<file path="config.mk">
export PLATFORM = sky130hd
export DESIGN_NAME = v5_client_packet_descrambler
export DESIGN_NICKNAME = d
export VERILOG_FILES = /design/src/sv/v5cpd_pkg.sv /design/src/sv/v5cpd_lane_xor.sv /design/src/sv/v5_client_packet_descrambler.sv
export SDC_FILE = /design/constraint.sdc
export NUM_CORES = 1
export LEC_CHECK = 0
export CAP_MARGIN = 40
export CORE_MARGIN = 4
export CORE_UTILIZATION = 50
export DETAILED_ROUTE_END_ITERATION = 10
export DONT_BUFFER_PORTS = 1
export PLACE_DENSITY = 0.62
export SLEW_MARGIN = 20
export SYNTH_ARGS = -nofsm -noshare
export SYNTH_HDL_FRONTEND = slang
export SYNTH_HIERARCHICAL = 1
export SYNTH_SLANG_ARGS = --single-unit
export TNS_END_PERCENT = 1
</file>
<file path="constraint.sdc">
create_clock -name clock -period 7.3 [get_ports clock]
set_input_delay 0.73 -clock clock [delete_from_list [all_inputs] [get_ports clock]]
set_output_delay 0.73 -clock clock [all_outputs]
set_load 0.005 [all_outputs]
</file>
<file path="src/sv/v5cpd_pkg.sv">
// ----------------------------------------------------------------------------
// v5cpd_pkg : shared definitions for the client packet descrambler
// Constants, sequencer state type, checkcode bit permutation and the
// 256-entry scramble table.
// ----------------------------------------------------------------------------
`timescale 1ns / 1ps

package v5cpd_pkg;

   localparam int MAX_PACKET_BYTES_DEF = 2048;
   localparam int HDR_BYTES            = 24;
   localparam int HDR_IDX_W            = 5;
   localparam int SCRAMBLE_START       = 'h0a;
   localparam int CHECK_OFS            = 'h14;
   localparam int CHECK_BYTES          = 4;
   localparam int SHORT_LIMIT          = 20;
   localparam logic [31:0] LEN_MULT    = 32'h6865_6C6C;

   typedef enum logic [1:0] {
      ST_COLLECT,
      ST_KEY,
      ST_BURST,
      ST_STREAM
   } state_type;

   function automatic logic [31:0] permute_check(input logic [31:0] code);
      logic [31:0] sum;
      sum = ((code & 32'h0001_f000) >> 12)
          + ((code & 32'h07c0_07c0) >> 1)
          + ((code & 32'h003e_0001) << 10)
          + ((code & 32'hf800_0000) >> 16)
          + ((code & 32'h0000_083e) << 15);
      return sum;
   endfunction

   localparam logic [7:0] ROM_V5 [256] = '{
      8'h59, 8'h60, 8'h37, 8'h6B, 8'h65, 8'h62, 8'h46, 8'h48,
      8'h53, 8'h61, 8'h4C, 8'h59, 8'h60, 8'h57, 8'h5B, 8'h3D,
      8'h5E, 8'h34, 8'h6D, 8'h36, 8'h50, 8'h3F, 8'h6F, 8'h67,
      8'h53, 8'h61, 8'h4C, 8'h59, 8'h40, 8'h47, 8'h63, 8'h39,
      8'h50, 8'h5F, 8'h5F, 8'h3F, 8'h6F, 8'h47, 8'h43, 8'h69,
      8'h48, 8'h33, 8'h31, 8'h64, 8'h35, 8'h5A, 8'h4A, 8'h42,
      8'h56, 8'h40, 8'h67, 8'h53, 8'h41, 8'h07, 8'h6C, 8'h49,
      8'h58, 8'h3B, 8'h4D, 8'h46, 8'h68, 8'h43, 8'h69, 8'h48,
      8'h33, 8'h31, 8'h44, 8'h65, 8'h62, 8'h46, 8'h48, 8'h53,
      8'h41, 8'h07, 8'h6C, 8'h69, 8'h48, 8'h33, 8'h51, 8'h54,
      8'h5D, 8'h4E, 8'h6C, 8'h49, 8'h38, 8'h4B, 8'h55, 8'h4A,
      8'h62, 8'h46, 8'h48, 8'h33, 8'h51, 8'h34, 8'h6D, 8'h36,
      8'h50, 8'h5F, 8'h5F, 8'h5F, 8'h3F, 8'h6F, 8'h47, 8'h63,
      8'h59, 8'h40, 8'h67, 8'h33, 8'h31, 8'h64, 8'h35, 8'h5A,
      8'h6A, 8'h52, 8'h6E, 8'h3C, 8'h51, 8'h34, 8'h6D, 8'h36,
      8'h50, 8'h5F, 8'h5F, 8'h3F, 8'h4F, 8'h37, 8'h4B, 8'h35,
      8'h5A, 8'h4A, 8'h62, 8'h66, 8'h58, 8'h3B, 8'h4D, 8'h66,
      8'h58, 8'h5B, 8'h5D, 8'h4E, 8'h6C, 8'h49, 8'h58, 8'h3B,
      8'h4D, 8'h66, 8'h58, 8'h3B, 8'h4D, 8'h46, 8'h48, 8'h53,
      8'h61, 8'h4C, 8'h59, 8'h40, 8'h67, 8'h33, 8'h31, 8'h64,
      8'h55, 8'h6A, 8'h32, 8'h3E, 8'h44, 8'h45, 8'h52, 8'h6E,
      8'h3C, 8'h31, 8'h64, 8'h55, 8'h6A, 8'h52, 8'h4E, 8'h6C,
      8'h69, 8'h48, 8'h53, 8'h61, 8'h4C, 8'h39, 8'h30, 8'h6F,
      8'h47, 8'h63, 8'h59, 8'h60, 8'h57, 8'h5B, 8'h3D, 8'h3E,
      8'h64, 8'h35, 8'h3A, 8'h3A, 8'h5A, 8'h6A, 8'h52, 8'h4E,
      8'h6C, 8'h69, 8'h48, 8'h53, 8'h61, 8'h6C, 8'h49, 8'h58,
      8'h3B, 8'h4D, 8'h46, 8'h68, 8'h63, 8'h39, 8'h50, 8'h5F,
      8'h5F, 8'h3F, 8'h6F, 8'h67, 8'h53, 8'h41, 8'h25, 8'h41,
      8'h3C, 8'h51, 8'h54, 8'h3D, 8'h5E, 8'h54, 8'h5D, 8'h4E,
      8'h4C, 8'h39, 8'h50, 8'h5F, 8'h5F, 8'h5F, 8'h3F, 8'h6F,
      8'h47, 8'h43, 8'h69, 8'h48, 8'h33, 8'h51, 8'h54, 8'h5D,
      8'h6E, 8'h3C, 8'h31, 8'h64, 8'h35, 8'h5A, 8'h00, 8'h00
   };

endpackage

</file>
<file path="src/sv/v5cpd_lane_xor.sv">
// ----------------------------------------------------------------------------
// v5cpd_lane_xor : per-byte descramble unit
// Selects the byte lane of key plus table value for the four-byte group
// holding the position and XORs it into the byte; positions outside the
// scrambled area pass unchanged.
// ----------------------------------------------------------------------------
`timescale 1ns / 1ps

module v5cpd_lane_xor #(
   parameter int MAX_PACKET_BYTES = v5cpd_pkg::MAX_PACKET_BYTES_DEF,
   parameter int POS_W            = ($clog2(MAX_PACKET_BYTES + 1) > 8)
                                  ? $clog2(MAX_PACKET_BYTES + 1) : 8
) (
   input  logic             decrypt_enable,
   input  logic [POS_W-1:0] position,
   input  logic [7:0]       data_byte,
   input  logic [31:0]      key,
   output logic [7:0]       plain_byte
);

   logic        in_range;
   logic        is_check;
   logic [1:0]  lane;
   logic [7:0]  grp;
   logic [31:0] lane_key;
   logic [7:0]  key_byte;

   always_comb begin
      is_check = (position >= POS_W'(v5cpd_pkg::CHECK_OFS))
              && (position < POS_W'(v5cpd_pkg::CHECK_OFS + v5cpd_pkg::CHECK_BYTES));
      in_range = decrypt_enable
              && (position >= POS_W'(v5cpd_pkg::SCRAMBLE_START))
              && (position < POS_W'(MAX_PACKET_BYTES))
              && !is_check;
      lane     = position[1:0] - 2'(v5cpd_pkg::SCRAMBLE_START);
      grp      = position[7:0] - {6'd0, lane};
      lane_key = key + {24'd0, v5cpd_pkg::ROM_V5[grp]};
      case (lane)
         2'd0:    key_byte = lane_key[7:0];
         2'd1:    key_byte = lane_key[15:8];
         2'd2:    key_byte = lane_key[23:16];
         default: key_byte = lane_key[31:24];
      endcase
      plain_byte = in_range ? (data_byte ^ key_byte) : data_byte;
   end

endmodule

</file>
<file path="src/sv/v5_client_packet_descrambler.sv">
// ----------------------------------------------------------------------------
// v5_client_packet_descrambler : client packet descrambler
// Collects the first 24 bytes of a packet, one per cycle, with no output.
// On the 24th byte (or an earlier final byte) the key state forms the key
// from the checkcode and the packet length, then the held bytes leave one
// per cycle while the output is not stalled, with requests stalled.
// Later bytes stream through at one per cycle while the output is not
// stalled, set by the single result register. Packets whose length field
// on the releasing byte is 20 or less pass unchanged with a zero key.
// ----------------------------------------------------------------------------
`timescale 1ns / 1ps

module v5_client_packet_descrambler #(
   parameter int MAX_PACKET_BYTES = v5cpd_pkg::MAX_PACKET_BYTES_DEF
) (
   input  logic        clock,
   input  logic        reset,

   input  logic        req_valid,
   output logic        req_stall,
   input  logic [7:0]  req_data_byte,
   input  logic [11:0] req_packet_length,
   input  logic        req_end_of_packet,

   output logic        rsp_valid,
   input  logic        rsp_stall,
   output logic [7:0]  rsp_plain_byte,
   output logic        rsp_final_byte,
   output logic [31:0] rsp_packet_key
);

   localparam int POS_W = ($clog2(MAX_PACKET_BYTES + 1) > 8)
                        ? $clog2(MAX_PACKET_BYTES + 1) : 8;
   localparam int IDX_W = v5cpd_pkg::HDR_IDX_W;

   v5cpd_pkg::state_type state_ff, state_in;

   logic [POS_W-1:0] pos_ff, pos_in;
   logic [7:0]       hdr_ff [v5cpd_pkg::HDR_BYTES];
   logic [IDX_W-1:0] idx_ff, idx_in;
   logic [IDX_W-1:0] end_idx_ff, end_idx_in;
   logic             last_ff, last_in;
   logic             enable_ff, enable_in;
   logic [31:0]      prod_ff, prod_in;
   logic [31:0]      key_ff, key_in;

   logic             rsp_valid_ff, rsp_valid_in;
   logic [7:0]       rsp_plain_byte_ff, rsp_plain_byte_in;
   logic             rsp_final_byte_ff, rsp_final_byte_in;
   logic [31:0]      rsp_packet_key_ff, rsp_packet_key_in;

   logic             out_free;
   logic             req_accept;
   logic             hdr_we;
   logic             load;
   logic             release_hdr;
   logic             burst_done;
   logic [31:0]      code;
   logic [POS_W-1:0] lane_pos;
   logic [7:0]       lane_byte;
   logic [7:0]       lane_plain;

   // handshake and sequencing control
   always_comb begin
      out_free    = !rsp_valid_ff || !rsp_stall;
      req_stall   = 1'b1;
      unique case (state_ff)
         v5cpd_pkg::ST_COLLECT: req_stall = 1'b0;
         v5cpd_pkg::ST_KEY:     req_stall = 1'b1;
         v5cpd_pkg::ST_BURST:   req_stall = 1'b1;
         v5cpd_pkg::ST_STREAM:  req_stall = !out_free;
         default:               req_stall = 1'b1;
      endcase
      req_accept  = req_valid && !req_stall;
      hdr_we      = req_accept && (state_ff == v5cpd_pkg::ST_COLLECT);
      release_hdr = req_end_of_packet
                 || (pos_ff == POS_W'(v5cpd_pkg::HDR_BYTES - 1));
      burst_done  = (idx_ff == end_idx_ff);
      load        = ((state_ff == v5cpd_pkg::ST_BURST) && out_free)
                 || ((state_ff == v5cpd_pkg::ST_STREAM) && req_accept);
   end

   // next state
   always_comb begin
      state_in = state_ff;
      unique case (state_ff)
         v5cpd_pkg::ST_COLLECT:
            if (req_accept && release_hdr) state_in = v5cpd_pkg::ST_KEY;
         v5cpd_pkg::ST_KEY:
            state_in = v5cpd_pkg::ST_BURST;
         v5cpd_pkg::ST_BURST:
            if (out_free && burst_done) begin
               state_in = last_ff ? v5cpd_pkg::ST_COLLECT : v5cpd_pkg::ST_STREAM;
            end
         v5cpd_pkg::ST_STREAM:
            if (req_accept && req_end_of_packet) state_in = v5cpd_pkg::ST_COLLECT;
         default:
            state_in = v5cpd_pkg::ST_COLLECT;
      endcase
   end

   // checkcode, with bytes not received reading as zero
   always_comb begin
      code = '0;
      for (int j = 0; j < v5cpd_pkg::CHECK_BYTES; j++) begin
         if (IDX_W'(v5cpd_pkg::CHECK_OFS + j) <= end_idx_ff) begin
            code[8*j +: 8] = hdr_ff[v5cpd_pkg::CHECK_OFS + j];
         end
      end
   end

   assign lane_pos  = (state_ff == v5cpd_pkg::ST_BURST) ? POS_W'(idx_ff) : pos_ff;
   assign lane_byte = (state_ff == v5cpd_pkg::ST_BURST) ? hdr_ff[idx_ff] : req_data_byte;

   v5cpd_lane_xor #(
      .MAX_PACKET_BYTES (MAX_PACKET_BYTES),
      .POS_W            (POS_W)
   ) u_lane_xor (
      .decrypt_enable (enable_ff),
      .position       (lane_pos),
      .data_byte      (lane_byte),
      .key            (key_ff),
      .plain_byte     (lane_plain)
   );

   // datapath next values
   always_comb begin
      pos_in     = pos_ff;
      idx_in     = idx_ff;
      end_idx_in = end_idx_ff;
      last_in    = last_ff;
      enable_in  = enable_ff;
      prod_in    = prod_ff;
      key_in     = key_ff;
      unique case (state_ff)
         v5cpd_pkg::ST_COLLECT:
            if (req_accept) begin
               if (release_hdr) begin
                  end_idx_in = pos_ff[IDX_W-1:0];
                  last_in    = req_end_of_packet;
                  enable_in  = req_packet_length > 12'(v5cpd_pkg::SHORT_LIMIT);
                  prod_in    = 32'(32'(req_packet_length) * v5cpd_pkg::LEN_MULT);
               end else begin
                  pos_in = pos_ff + POS_W'(1);
               end
            end
         v5cpd_pkg::ST_KEY: begin
            idx_in = '0;
            key_in = enable_ff ? (prod_ff + v5cpd_pkg::permute_check(code)) : '0;
         end
         v5cpd_pkg::ST_BURST:
            if (out_free) begin
               idx_in = idx_ff + IDX_W'(1);
               if (burst_done) begin
                  if (last_ff) begin
                     pos_in    = '0;
                     key_in    = '0;
                     enable_in = 1'b0;
                  end else begin
                     pos_in = POS_W'(v5cpd_pkg::HDR_BYTES);
                  end
               end
            end
         v5cpd_pkg::ST_STREAM:
            if (req_accept) begin
               if (req_end_of_packet) begin
                  pos_in    = '0;
                  key_in    = '0;
                  enable_in = 1'b0;
               end else if (pos_ff < POS_W'(MAX_PACKET_BYTES)) begin
                  pos_in = pos_ff + POS_W'(1);
               end
            end
         default: begin
            pos_in = '0;
         end
      endcase
   end

   // result register
   always_comb begin
      rsp_valid_in      = rsp_valid_ff && !out_free;
      rsp_plain_byte_in = rsp_plain_byte_ff;
      rsp_final_byte_in = rsp_final_byte_ff;
      rsp_packet_key_in = rsp_packet_key_ff;
      if (load) begin
         rsp_valid_in      = 1'b1;
         rsp_plain_byte_in = lane_plain;
         rsp_packet_key_in = key_ff;
         rsp_final_byte_in = (state_ff == v5cpd_pkg::ST_BURST) ? (last_ff && burst_done)
                                                               : req_end_of_packet;
      end
   end

   always_ff @(posedge clock) begin
      if (reset) begin
         state_ff     <= v5cpd_pkg::ST_COLLECT;
         pos_ff       <= '0;
         idx_ff       <= '0;
         end_idx_ff   <= '0;
         last_ff      <= 1'b0;
         enable_ff    <= 1'b0;
         key_ff       <= '0;
         rsp_valid_ff <= 1'b0;
      end else begin
         state_ff     <= state_in;
         pos_ff       <= pos_in;
         idx_ff       <= idx_in;
         end_idx_ff   <= end_idx_in;
         last_ff      <= last_in;
         enable_ff    <= enable_in;
         key_ff       <= key_in;
         rsp_valid_ff <= rsp_valid_in;
      end
   end

   always_ff @(posedge clock) begin
      prod_ff           <= prod_in;
      rsp_plain_byte_ff <= rsp_plain_byte_in;
      rsp_final_byte_ff <= rsp_final_byte_in;
      rsp_packet_key_ff <= rsp_packet_key_in;
      if (hdr_we) begin
         hdr_ff[pos_ff[IDX_W-1:0]] <= req_data_byte;
      end
   end

   assign rsp_valid      = rsp_valid_ff;
   assign rsp_plain_byte = rsp_plain_byte_ff;
   assign rsp_final_byte = rsp_final_byte_ff;
   assign rsp_packet_key = rsp_packet_key_ff;

   a_collect_in_header : assert property (@(posedge clock) disable iff (reset)
      state_ff == v5cpd_pkg::ST_COLLECT |-> pos_ff < POS_W'(v5cpd_pkg::HDR_BYTES))
      else $error("collect position beyond header");

   a_key_to_burst : assert property (@(posedge clock) disable iff (reset)
      state_ff == v5cpd_pkg::ST_KEY |=> state_ff == v5cpd_pkg::ST_BURST && idx_ff == '0)
      else $error("key cycle not followed by burst from first byte");

   a_hold_during_burst : assert property (@(posedge clock) disable iff (reset)
      (state_ff == v5cpd_pkg::ST_KEY || state_ff == v5cpd_pkg::ST_BURST) |-> req_stall)
      else $error("request taken while header is released");

   a_key_zero_when_off : assert property (@(posedge clock) disable iff (reset)
      !enable_ff |-> key_ff == '0)
      else $error("non-zero key with decryption off");

endmodule
</file>
# Yosys cells after proc, flatten, opt, wreduce, memory -nomap -nowiden
# Memories as Yosys holds them, arrays and structs flattened. A register that Yosys moved wholly into a read port is not among the register bits.
# Cells that the tools add are included.
# totals
n_memories	2
input_bits	25
output_inout_bits	43
wordCells	138
mem_bits_rw	192
romBits	2048
register_bits	130
# op_classes
mul	1
eq_ne	19
bitwise	2
n_mux	48
add_sub_neg	10
reduce_logical	33
magnitude_cmp	11
# mem_list
name	depth	width	rd	rd_ports_with_merged_regs	write_ports	line	text
(no name shown)	256	8	1	0	0	v5cpd_lane_xor.sv:37	lane_key = key + {24'd0, v5cpd_pkg::ROM_V5[grp]};
hdr_ff	24	8	5	1	1	v5_client_packet_descrambler.sv:39	logic [7:0] hdr_ff [v5cpd_pkg::HDR_BYTES];
# op_table
operator	count
$mux W32	6
$mux W12	8
$pmux W32 S3	1
$mux W8	8
$pmux W12 S3	1
$add A27 B32 Y32	1
$add A32 B16 Y32	1
$add A32 B27 Y32	1
$add A32 B32 Y32	1
$add A32 B8 Y32	1
$mul A12 B29 Y30 const B	1
$add A5 B26 Y27	1
$lt A12 B12 Y1 const B	2
$pmux W8 S3	1
$le A5 B5 Y1 const A	4
$mux W5	4
$ne A2 B2 Y1 const B	9
$logic_and A1 B1 Y1	13
$add A12 B1 Y12 const B	1
$eq A12 B5 Y1 const B	1
$ge A12 B4 Y1 const B	1
$ge A12 B5 Y1 const B	1
$gt A12 B5 Y1 const B	1
$lt A12 B5 Y1 const B	1
other kinds (27)	54

# Depth between registers and ports, before layout
# Gate-level depths: netlist (run 1).
# logic_depth
ltp_word	12
ltp_mapped	29
mapped_depth_nobuf	25

# Cells and area by module
# Netlist (run 1), hierarchy kept.
# modules_own_cells
mod	instances	area_each_um2	cells_per_inst	seq_area_each_um2
v5_client_packet_descrambler	1	18741.7	1526	9178.8
v5cpd_lane_xor	1	2178.3	332	0.0

# Least setup slack after synthesis (run 1)
# OpenSTA, ideal clock, no wires.
# synth_path
kind	register to register
startpoint	register state_ff[0]
endpoint	register rsp_plain_byte_ff[0], in the netlist rsp_plain_byte[0] (data pin)
path_buffers	4
synth_period_minus_slack_ps	5795
setup_time_ps	261
required_time_ps	7039
arrival_time_ps	5534
slack_ps	1505
stages_incl_launch_ff	29
cell_sequence	dfxtp_1 -> inv_1 -> ha_1 -> buf_2 -> clkbuf_1 -> o21ai_0 -> clkbuf_1 -> inv_1 -> ha_1 -> xor2_1 -> inv_1 -> ha_1 -> clkbuf_1 -> nor2_1 -> nor2_1 -> nor3_1 -> a211oi_1 -> a311oi_1 -> a21oi_1 -> ha_1 -> inv_1 -> fa_1 -> nand2b_1 -> a211oi_4 -> o2111ai_1 -> xor2_1 -> a221oi_1 -> o21ai_0 -> xnor2_1
# synth_between
elab_chain_cells	12
elab_cells_between_ends	25
classes_between	add/sub (3); order compare (4); eq/ne (3); mux (6); bitwise (2); reduce/logical (6); memory (1)
# synth_lines
item	line	text
start, declared	v5_client_packet_descrambler.sv:36	v5cpd_pkg::state_type state_ff, state_in;
start signal, assigned	v5_client_packet_descrambler.sv:197	state_ff <= v5cpd_pkg::ST_COLLECT;
start signal, assigned	v5_client_packet_descrambler.sv:206	state_ff <= state_in;
$eq A2 B2 Y1 (*)	v5_client_packet_descrambler.sv:112	assign lane_pos = (state_ff == v5cpd_pkg::ST_BURST) ? POS_W'(idx_ff) : pos_ff;
$mux W12 (*)	v5_client_packet_descrambler.sv:112	
via lane_pos[1]	v5_client_packet_descrambler.sv:59	logic [POS_W-1:0] lane_pos;
$sub A2 B2 Y2	v5cpd_lane_xor.sv:35	lane = position[1:0] - 2'(v5cpd_pkg::SCRAMBLE_START);
$sub A8 B2 Y8	v5cpd_lane_xor.sv:36	grp = position[7:0] - {6'd0, lane};
$not A8 Y9 (implied by the code)	v5cpd_lane_xor.sv:37	
$mem_v2 Z256 W8	--	
$mux W8 (implied by the code) (2 in a row)	v5cpd_lane_xor.sv:37	
$add A32 B8 Y32	v5cpd_lane_xor.sv:37	
$pmux W8 S3	v5cpd_lane_xor.sv:38	case (lane)
$xor A8 B8 Y8	v5cpd_lane_xor.sv:44	plain_byte = in_range ? (data_byte ^ key_byte) : data_byte;
$mux W8 (*)	v5cpd_lane_xor.sv:44	
via lane_plain[0]	v5_client_packet_descrambler.sv:61	logic [7:0] lane_plain;
end signal, assigned	v5_client_packet_descrambler.sv:219	rsp_plain_byte_ff <= rsp_plain_byte_in;
end, declared	v5_client_packet_descrambler.sv:48	logic [7:0] rsp_plain_byte_ff, rsp_plain_byte_in;
# The timed path passes the listed nets; every way through them passes the cells marked *. The select of a mux whose other input is x is not followed.
# A chain may end at the register's enable or synchronous reset.

# Final worst setup path (run 1)
# Same ends and word-level chain as after synthesis.

==> results.py, run 1 <==
metrics = {
    "outcome": {
        "outcome": "completed",
    },
    "critical_path": {
        "regToRegStartpoint": "state_ff[0]",
        "r2r-end": "rsp_plain_byte[0]",
        "reg2reg_slack_ns": 1.21,
        "r2r_cells": 25,
        "worstSetupPathType": "flop to flop",
        "cp_max_fo": 15,
        "crit_path_end": "rsp_plain_byte[0]",
        "crit_start": "state_ff[0]",
        "endpoint_kind": "flop",
        "worstPathRequired_ns": 7.57,
        "worstSetupStartpointType": "flop",
        "cp.arrival_ns": 6.35,
    },
    "timing": {
        "fmax_mhz": 164.3,
        "grt_setup_unrepaired": "no",
        "report.final.hold_viol_count": 0,
        "finalMaxSlewViolations": 0,
        "min_period_ns": 6.088,
        "setup_ws_ns": 1.212,
        "tns_ns": 0,
        "finalSetupViolCount": 0,
        "tightest_slew_ns": 0.8506,
        "finClkSkew_ns": 0.01193,
        "min_period_over_period_pct": 83.40,
        "slew_headroom_pct": 43.08,
    },
    "yosys": {
        "synthMuxAreaShare_pct": 6.782,
        "synthTopCellsByArea": "edfxtp_1, ha_1, fa_1, dfxtp_1, mux4_2",
        "ys.flop_type": "edfxtp_1",
        "netlist_instances": 1858,
        "synthXorXnorAreaFrac_pct": 4.563,
        "yosys.area.top_type_share_pct": 37.75,
        "synth_top_family_by_area": "adder cells",
        "ys_warn_count": 6,
        "yosys.area_share.simple_pct": 11.12,
        "synth_compound_area_share_pct": 12.12,
        "synth_fa_ha_area_share_pct": 16.57,
        "ys_seq_elements": 327,
        "synth_edf_count": 263,
        "async_reset_ff_share_pct": 0,
        "avgSynthCellArea_um2": 11.26,
        "syn_nets": 2112,
        "yosysSeqAreaShare_pct": 43.88,
        "ys_types": 88,
        "syn-cell-area_um2": 20920,
        "synth_top_area_cell": "edfxtp_1",
    },
    "route": {
        "vias": 14210,
        "drtIter0Drc": 1109,
        "remaining_drc_errors": 0,
        "ant_nets": 0,
        "post_drt_wl_per_cell_um": 21.54,
        "via_per_inst": 5.865,
        "routed_wl_mm": 52.19,
        "drt_first_pass_iters": 5,
    },
    "clock_tree": {
        "cts_root_buf": "clkbuf_16",
        "cts_max_level": 2,
        "ctsResizeCount": 0,
        "insertion_delay_ns": 0.54,
        "post-cts-setup-buffer-count": 0,
        "cts_tree": "yes",
        "hold_buffers": 0,
        "numCtsBuffers": 37,
        "clkTransAtPathRegs_ns": 0.06,
        "clockBufferDepth": 3,
        "cts_sinks": 327,
    },
    "cells_and_area": {
        "drive_gt1_share_pct": 8.778,
        "final_area_um2": 22820,
        "layout_common_cells": "edfxtp_1, inv_1, ha_1, nor2_1, nand2_1",
        "nets": 2117,
        "area_growth_pct": 9.103,
        "fillers": 3518,
        "insertedDiodeCount": 0,
        "final_common_cell": "edfxtp_1",
    },
    "placement": {
        "gp_congestion": 0.9677,
        "port_buffers": 0,
        "placed_cell_area_um2": 21530,
        "pre_cts_ws_ns": 1.294,
        "dp_hpwl_mm": 39.41,
    },
    "global_routing": {
        "grt_pass1_vias": 14130,
        "grt_max_degree": 43,
        "grtUsageTotal_pct": 23.30,
        "grt_pass1_wl_mm": 82.09,
        "grt-ovfl-total": 0,
        "grt_antenna_before_repair": 0,
    },
    "power_and_ir_drop": {
        "p_per_area_nw_per_um2": 383.0,
        "peakVddDrop_mv": 0.2259,
        "leakage_nw": 8.796,
    },
    "hold_path": {
        "hold_class": "input pin to flop",
    },
    "floorplanning": {
        "die_y_um": 212.6,
        "die_area_um2": 45180,
        "num_rows": 74,
        "die_w_um": 212.6,
        "num_io_pins": 68,
        "core-area_um2": 41110,
        "start_util_pct": 50.89,
    },
    "job": {
        "max_cap_violations": 0,
    },
}
## worst min path at each step
stage,start,endpoint,slack [ns],cells after the start
floorplan,key_ff[2],rsp_packet_key[2],0.44,0
global placement,last_ff,last_ff,0.49,2
detailed placement,last_ff,last_ff,0.51,2
CTS,reset,key_ff[12],0.24,1
global route,reset,key_ff[12],0.23,1
finish,reset,key_ff[12],0.26,1
## metrics by stage
step                utilization, %  hold slack, ns  cells  power (mW)
floorplan                        -          0.4371   1858       5.745
global placement             52.22          0.4854   2347       6.767
detailed placement           52.37          0.5060   2351       6.818
CTS                          55.43          0.2354   2418       8.757
global route                 55.52          0.2337   2423       9.415
finish                       55.52          0.2578   2423       8.743
## logic make-up (layout without fill, tap and decap cells)
logic type | Yosys count | count (layout)
flip-flops | 327 | 327
adder cells (fa/ha/maj) | 229 | 229
XOR/XNOR | 109 | 109
AND/OR/NAND/NOR | 457 | 457
multiplexers | 81 | 81
AO/OA/AOI/OAI | 386 | 386
buffers and inverters | 269 | 302
## state kept, by name (all words and copies together), names as in the netlist, named ones only
register	flops
hdr_ff	192
key_ff	32
rsp_packet_key	32
prod_ff	30
pos_ff	12
rsp_plain_byte	8
end_idx_ff	5
idx_ff	5
state_ff	2
enable_ff	1
last_ff	1
rsp_final_byte	1
rsp_valid	1
## worst max-delay path: stages (launching register included)
cell and delay (ns):
dfxtp_1 0.33, inv_1 0.11, ha_1 0.36, nand2_1 0.09
o21ai_1 0.08, buf_4 0.23, inv_1 0.19, ha_1 0.27
xor2_1 0.52, inv_1 0.31, ha_1 0.31, nor2_1 0.14
o21ai_0 0.10, nand3_1 0.09, o21ai_0 0.09, a21oi_1 0.21
ha_1 0.22, inv_1 0.07, fa_1 0.40, nand2b_1 0.24
a211oi_4 0.48, o2111ai_1 0.20, xor2_1 0.17, a221oi_1 0.30
o21ai_0 0.16, xnor2_1 0.15
## report_power, final
group | internal [mW] | switching [mW]
Combinational | 1.69 | 2.62
Clock | 1.15 | 0.758
Sequential | 2.37 | 0.151
## Yosys cell counts (26+ instances only)
| cell | count |
|---|---|
| fa_1 | 80 |
| o21ai_0 | 82 |
| nand2_1 | 109 |
| xnor2_1 | 66 |
| dfxtp_1 | 64 |
| mux2i_1 | 27 |
| nor2b_1 | 26 |
| ha_1 | 149 |
| clkbuf_1 | 35 |
| nor2_1 | 139 |
| inv_1 | 211 |
| a21oi_1 | 102 |
| xor2_1 | 43 |
| mux4_2 | 48 |
| edfxtp_1 | 263 |
| and2_1 | 32 |
## cell type report
type                            instances  area [um2]  area share [%]
Sequential cell                       327        9185           40.24
Inverter                              212       795.8           3.486
Timing Repair Buffer                   23       205.2          0.8990
Clock inverter                         20       261.5           1.146
Multi-Input combinational cell       1262       10720           46.95
Tap cell                              532       665.6           2.916
Clock buffer                           47       994.7           4.358
## metal layers
layer	routed length, um	track usage (%)	share of wire, %
met5	0	0	0
met3	2719	3.527	5.2
met2	24370	37.77	47
met1	23490	32.74	45
met4	1608	7.219	3.1
No activity file was read; power rests on OpenSTA's default activity.
==> run 2, diff against run 1 <==
clock period = 6.35 ns   (was 7.3 ns; I/O delays follow)
==> run 2 against run 1 <==
Effect of this change: global-route usage about the same; count of clock-buffer cells in the layout down 2; design area about the same.
==> results.py, run 2 (synthesis results as in run 1) <==
metrics = {
    "outcome": {
        "outcome": "completed",
    },
    "cells_and_area": {
        "area_growth_pct": 9.145,
        "nets": 2128,
        "final_area_um2": 22830,
        "largest_reg_flops": 192,
        "drive_gt1_share_pct": 9.211,
        "layout_common_cells": "edfxtp_1, inv_1, ha_1, nor2_1, nand2_1",
        "final_common_cell": "edfxtp_1",
        "fillers": 3574,
        "insertedDiodeCount": 0,
    },
    "clock_tree": {
        "cts_sinks": 327,
        "hold_buffers": 0,
        "insertion_delay_ns": 0.54,
        "post-cts-setup-buffer-count": 0,
        "cts_root_buf": "clkbuf_16",
        "clockBufferDepth": 3,
        "numCtsBuffers": 37,
        "cts_tree": "yes",
        "clkTransAtPathRegs_ns": 0.06,
        "cts_max_level": 2,
        "ctsResizeCount": 0,
    },
    "timing": {
        "slew_headroom_pct": 44.70,
        "tns_ns": 0,
        "finalSetupViolCount": 0,
        "min_period_over_period_pct": 88.88,
        "finClkSkew_ns": 0.01059,
        "report.final.hold_viol_count": 0,
        "tightest_slew_ns": 0.8265,
        "min_period_ns": 5.644,
        "finalMaxSlewViolations": 0,
        "grt_setup_unrepaired": "no",
        "fmax_mhz": 177.2,
    },
    "critical_path": {
        "endpoint_kind": "flop",
        "regToRegStartpoint": "state_ff[0]",
        "worstPathRequired_ns": 6.62,
        "crit_path_end": "rsp_plain_byte[0]",
        "crit_start": "state_ff[0]",
        "cp_max_fo": 11,
        "worstSetupStartpointType": "flop",
        "worstSetupPathType": "flop to flop",
        "r2r_cells": 22,
        "reg2reg_slack_ns": 0.71,
        "r2r-end": "rsp_plain_byte[0]",
        "cp.arrival_ns": 5.91,
    },
    "global_routing": {
        "grt_max_degree": 43,
        "grt_pass1_wl_mm": 81.73,
        "grtUsageTotal_pct": 23.26,
        "grt_antenna_before_repair": 0,
        "grt-ovfl-total": 0,
        "grt_pass1_vias": 14220,
    },
    "power_and_ir_drop": {
        "p_per_area_nw_per_um2": 435.9,
        "intPower_mw": 5.926,
        "peakVddDrop_mv": 0.2355,
        "p_clk_share_pct": 20.9,
        "p_sw_share_pct": 40.45,
        "p_switching_mw": 4.026,
        "leakage_nw": 8.823,
        "p_seq_share_pct": 29.0,
        "p_comb_share_pct": 50.2,
    },
    "route": {
        "drt_first_pass_iters": 5,
        "vias": 14220,
        "drtIter0Drc": 1221,
        "routed_wl_mm": 51.77,
        "post_drt_wl_per_cell_um": 21.29,
        "remaining_drc_errors": 0,
        "ant_nets": 0,
        "via_per_inst": 5.847,
    },
    "placement": {
        "dp_hpwl_mm": 39.51,
        "gp_congestion": 0.9483,
        "port_buffers": 0,
        "placed_cell_area_um2": 21630,
    },
    "job": {
        "max_cap_violations": 0,
    },
    "floorplanning": {
        "start_util_pct": 50.89,
        "num_rows": 74,
        "die_w_um": 212.6,
        "die_area_um2": 45180,
        "die_y_um": 212.6,
        "num_io_pins": 68,
        "core-area_um2": 41110,
    },
    "hold_path": {
        "hold_class": "input pin to flop",
    },
}
## run 2: routing by layer
layer / share of wire [%] / GRT usage, %
met5: 0 / 0
met1: 45 / 32.96
met4: 2.7 / 6.952
met3: 5.1 / 3.172
met2: 47 / 37.77
## run 2: area by class of cell
cell class	instances	area, um2	share of cell area, %
inverter	212	795.8	3.485
clock inverter	20	187.7	0.8220
tap	532	665.6	2.915
clock buffer	45	987.2	4.324
timing repair buffer	34	287.8	1.260
sequential	327	9185	40.23
multi-input combinational	1262	10720	46.97
## run 2: worst max-delay path, stage by stage, from the launching register on
cell       delay, ns
dfxtp_1         0.33
inv_1           0.11
ha_1            0.39
mux2_2          0.42
inv_1           0.09
ha_1            0.16
nor3b_2         0.27
xor2_1          0.38
buf_4           0.25
a21oi_1         0.10
a211oi_1        0.25
a311oi_1        0.08
a21oi_1         0.26
ha_1            0.24
inv_1           0.07
fa_1            0.40
nand2b_1        0.23
a211oi_4        0.40
o2111ai_1       0.17
xor2_1          0.17
a221oi_1        0.30
o21ai_0         0.16
xnor2_1         0.14
## run 2: power by group through the flow
stage	Combinational, mW	Clock, mW	Sequential [mW]
after floorplan	3.75	0	2.86
after detailed placement	4.94	0	2.93
after global routing	5.60	2.22	2.91
after global placement	4.87	0	2.94
final	4.99	2.08	2.88
after CTS	4.97	2.13	2.89
## run 2: how the worst min path moves through the flow
stage | slack, ns | from | cells after the start | end
after floorplan | 0.44 | key_ff[2] | 0 | rsp_packet_key[2]
after global placement | 0.48 | last_ff | 2 | last_ff
after detailed placement | 0.49 | last_ff | 2 | last_ff
after CTS | 0.13 | reset | 1 | key_ff[17]
after global routing | 0.14 | reset | 1 | key_ff[16]
final | 0.16 | reset | 1 | key_ff[6]
## run 2: through the flow
step | util [%] | std cells | total power, mW | setup WS [ns] | hold slack, ns
after floorplan | - | 1858 | 6.605 | 0.5546 | 0.4371
after CTS | 55.47 | 2428 | 9.982 | 0.7438 | 0.1329
after detailed placement | 52.61 | 2363 | 7.870 | 0.7088 | 0.4917
final | 55.54 | 2432 | 9.952 | 0.7064 | 0.1601
after global routing | 55.54 | 2432 | 10.73 | 0.2320 | 0.1354
after global placement | 52.40 | 2357 | 7.806 | 0.7271 | 0.4783
==> run 3, diff against run 2 <==
PLACE_DENSITY = 0.74   (was 0.62)
==> run 3 against run 2 <==
Effect of this change: sequential share of layout area up 0.28 points; final cell count down 0.41%; hold slack better by 0.010 ns; largest cell class unchanged; fmax down 3.3%; critical path depth up 4; highest routed layer unchanged; flip-flop and latch count unchanged; count of clock-buffer cells in the layout down 5; clock power down 8%; first-iteration DRC count up 8.1%; combinational power down 1%; clock skew about the same; utilization down 0.39 points.
==> results.py, run 3 (synthesis results as in run 1) <==
metrics = {
    "floorplanning": {
        "start_util_pct": 50.89,
        "die_w_um": 212.6,
        "core-area_um2": 41110,
        "die_y_um": 212.6,
        "die_area_um2": 45180,
        "num_rows": 74,
        "num_io_pins": 68,
    },
    "power_and_ir_drop": {
        "p_per_area_nw_per_um2": 429.6,
        "leakage_nw": 8.741,
        "peakVddDrop_mv": 0.2289,
    },
    "cells_and_area": {
        "area_growth_pct": 8.379,
        "largest_reg_flops": 192,
        "fillers": 3432,
        "insertedDiodeCount": 0,
        "multi_input_area_um2": 10720,
        "final_common_cell": "edfxtp_1",
        "regArea_um2": 9184,
        "nets": 2120,
        "layout_common_cells": "edfxtp_1, inv_1, ha_1, nor2_1, nand2_1",
        "final_area_um2": 22670,
        "drive_gt1_share_pct": 8.783,
    },
    "timing": {
        "finalMaxSlewViolations": 0,
        "min_period_over_period_pct": 91.94,
        "tns_ns": 0,
        "finClkSkew_ns": 0.01057,
        "report.final.hold_viol_count": 0,
        "tightest_slew_ns": 0.8682,
        "slew_headroom_pct": 41.90,
        "finalSetupViolCount": 0,
        "grt_setup_unrepaired": "no",
        "min_period_ns": 5.838,
        "fmax_mhz": 171.3,
    },
    "route": {
        "post_drt_wl_per_cell_um": 21.01,
        "drt_first_pass_iters": 5,
        "top_layer_used": "met4",
        "wl_met3_mm": 3.747,
        "met1_length_mm": 21.40,
        "remaining_drc_errors": 0,
        "ant_nets": 0,
        "routed_wl_mm": 50.89,
        "drtIter0Drc": 1320,
        "wl_met2_mm": 24.05,
        "vias": 14390,
        "via_per_inst": 5.943,
    },
    "global_routing": {
        "grt_pass1_wl_mm": 80.03,
        "grtUsageTotal_pct": 22.59,
        "grt_pass1_vias": 14200,
        "grt-ovfl-total": 0,
        "grt_antenna_before_repair": 1,
        "grt_max_degree": 42,
    },
    "critical_path": {
        "worstSetupPathType": "flop to flop",
        "cpPeakStageDelay_ns": 0.42,
        "cp.arrival_ns": 6.09,
        "crit_top_cell": "inv_1",
        "cp_max_fo": 14,
        "worstPathRequired_ns": 6.60,
        "endpoint_kind": "flop",
        "cpMaxStageDelayCell": "a211oi_4",
        "worstSetupStartpointType": "flop",
    },
    "placement": {
        "port_buffers": 0,
        "gp_congestion": 0.9485,
        "placed_cell_area_um2": 21550,
        "dp_hpwl_mm": 38.49,
    },
    "clock_tree": {
        "cts_root_buf": "clkbuf_16",
        "clockBufferDepth": 3,
        "cts_tree": "yes",
        "clkTransAtPathRegs_ns": 0.06,
        "cts_sinks": 327,
        "insertion_delay_ns": 0.53,
        "numCtsBuffers": 34,
        "hold_buffers": 0,
        "cts_max_level": 2,
    },
    "job": {
        "max_cap_violations": 0,
    },
    "hold_path": {
        "hold_class": "input pin to flop",
    },
    "outcome": {
        "outcome": "completed",
    },
}
run 3: cell types whose count changed in the layout (fill, tap and decap cells not counted), sizes merged:
cell and delta:
clkinvlp -1, inv +2, bufinv -1, buf -5
clkbuf -5
run 3: final timing paths:
| check | end | depth (start not counted) | from | slack (ns) |
|---|---|---|---|---|
| worst max-delay path | rsp_plain_byte[0] | 26 | state_ff[0] | 0.51 |
| worst min-delay path | key_ff[16] | 1 | reset | 0.17 |
| worst max register to register | rsp_plain_byte[0] | 26 | state_ff[0] | 0.51 |
| worst min register to register | last_ff | 2 | last_ff | 0.51 |
run 3: stage by stage:
| stage | power [mW] | setup WS, ns | std cells | util, % | hold WS, ns |
|---|---|---|---|---|---|
| detailed placement | 7.787 | 0.3500 | 2354 | 52.41 | 0.4947 |
| finish | 9.739 | 0.5120 | 2422 | 55.15 | 0.1706 |
| CTS | 9.731 | 0.3650 | 2414 | 55.00 | 0.1602 |
| global route | 10.48 | 0.007490 | 2422 | 55.15 | 0.1545 |
| floorplan | 6.605 | 0.5546 | 1858 | - | 0.4371 |
| global placement | 7.681 | 0.5057 | 2349 | 52.26 | 0.4758 |
run 3: worst max-delay path: cells and delay by family, from the launching register on:
kind | cells | cell delay, ns
buffers and inverters | 5 | 0.74
adders and majority gates | 5 | 1.63
and+or+nand+nor | 5 | 0.53
xor gates and xnor gates | 3 | 0.50
DFF | 1 | 0.33
AOI/OAI and AO/OA | 8 | 1.83
run 3: timing repair:
item | in CTS | in global routing
setup endpoints to repair | 0 | 1
buffers inserted | 0 | 2
gates resized for setup | 0 | 1
run 3: cell type report:
class                           instances  area share (%)
Multi-Input combinational cell       1262           47.28
Timing Repair Buffer                   29           1.082
Inverter                              212           3.510
Clock inverter                         20          0.7450
Clock buffer                           40           3.946
Tap cell                              532           2.936
Sequential cell                       327           40.51
run 3: power breakdown:
group | leakage (nW) | internal (mW) | switching (mW)
Combinational | 5.32 | 1.95 | 2.97
Clock | 0.517 | 1.10 | 0.820
Sequential | 2.91 | 2.72 | 0.180
run 3: per-layer routing:
layer / vias up / GRT usage [%]
li1: 6715 / -
met1: 6974 / 31.29
met2: 598 / 37.06
met3: 107 / 3.217
met4: 0 / 7.463
met5: - / 0
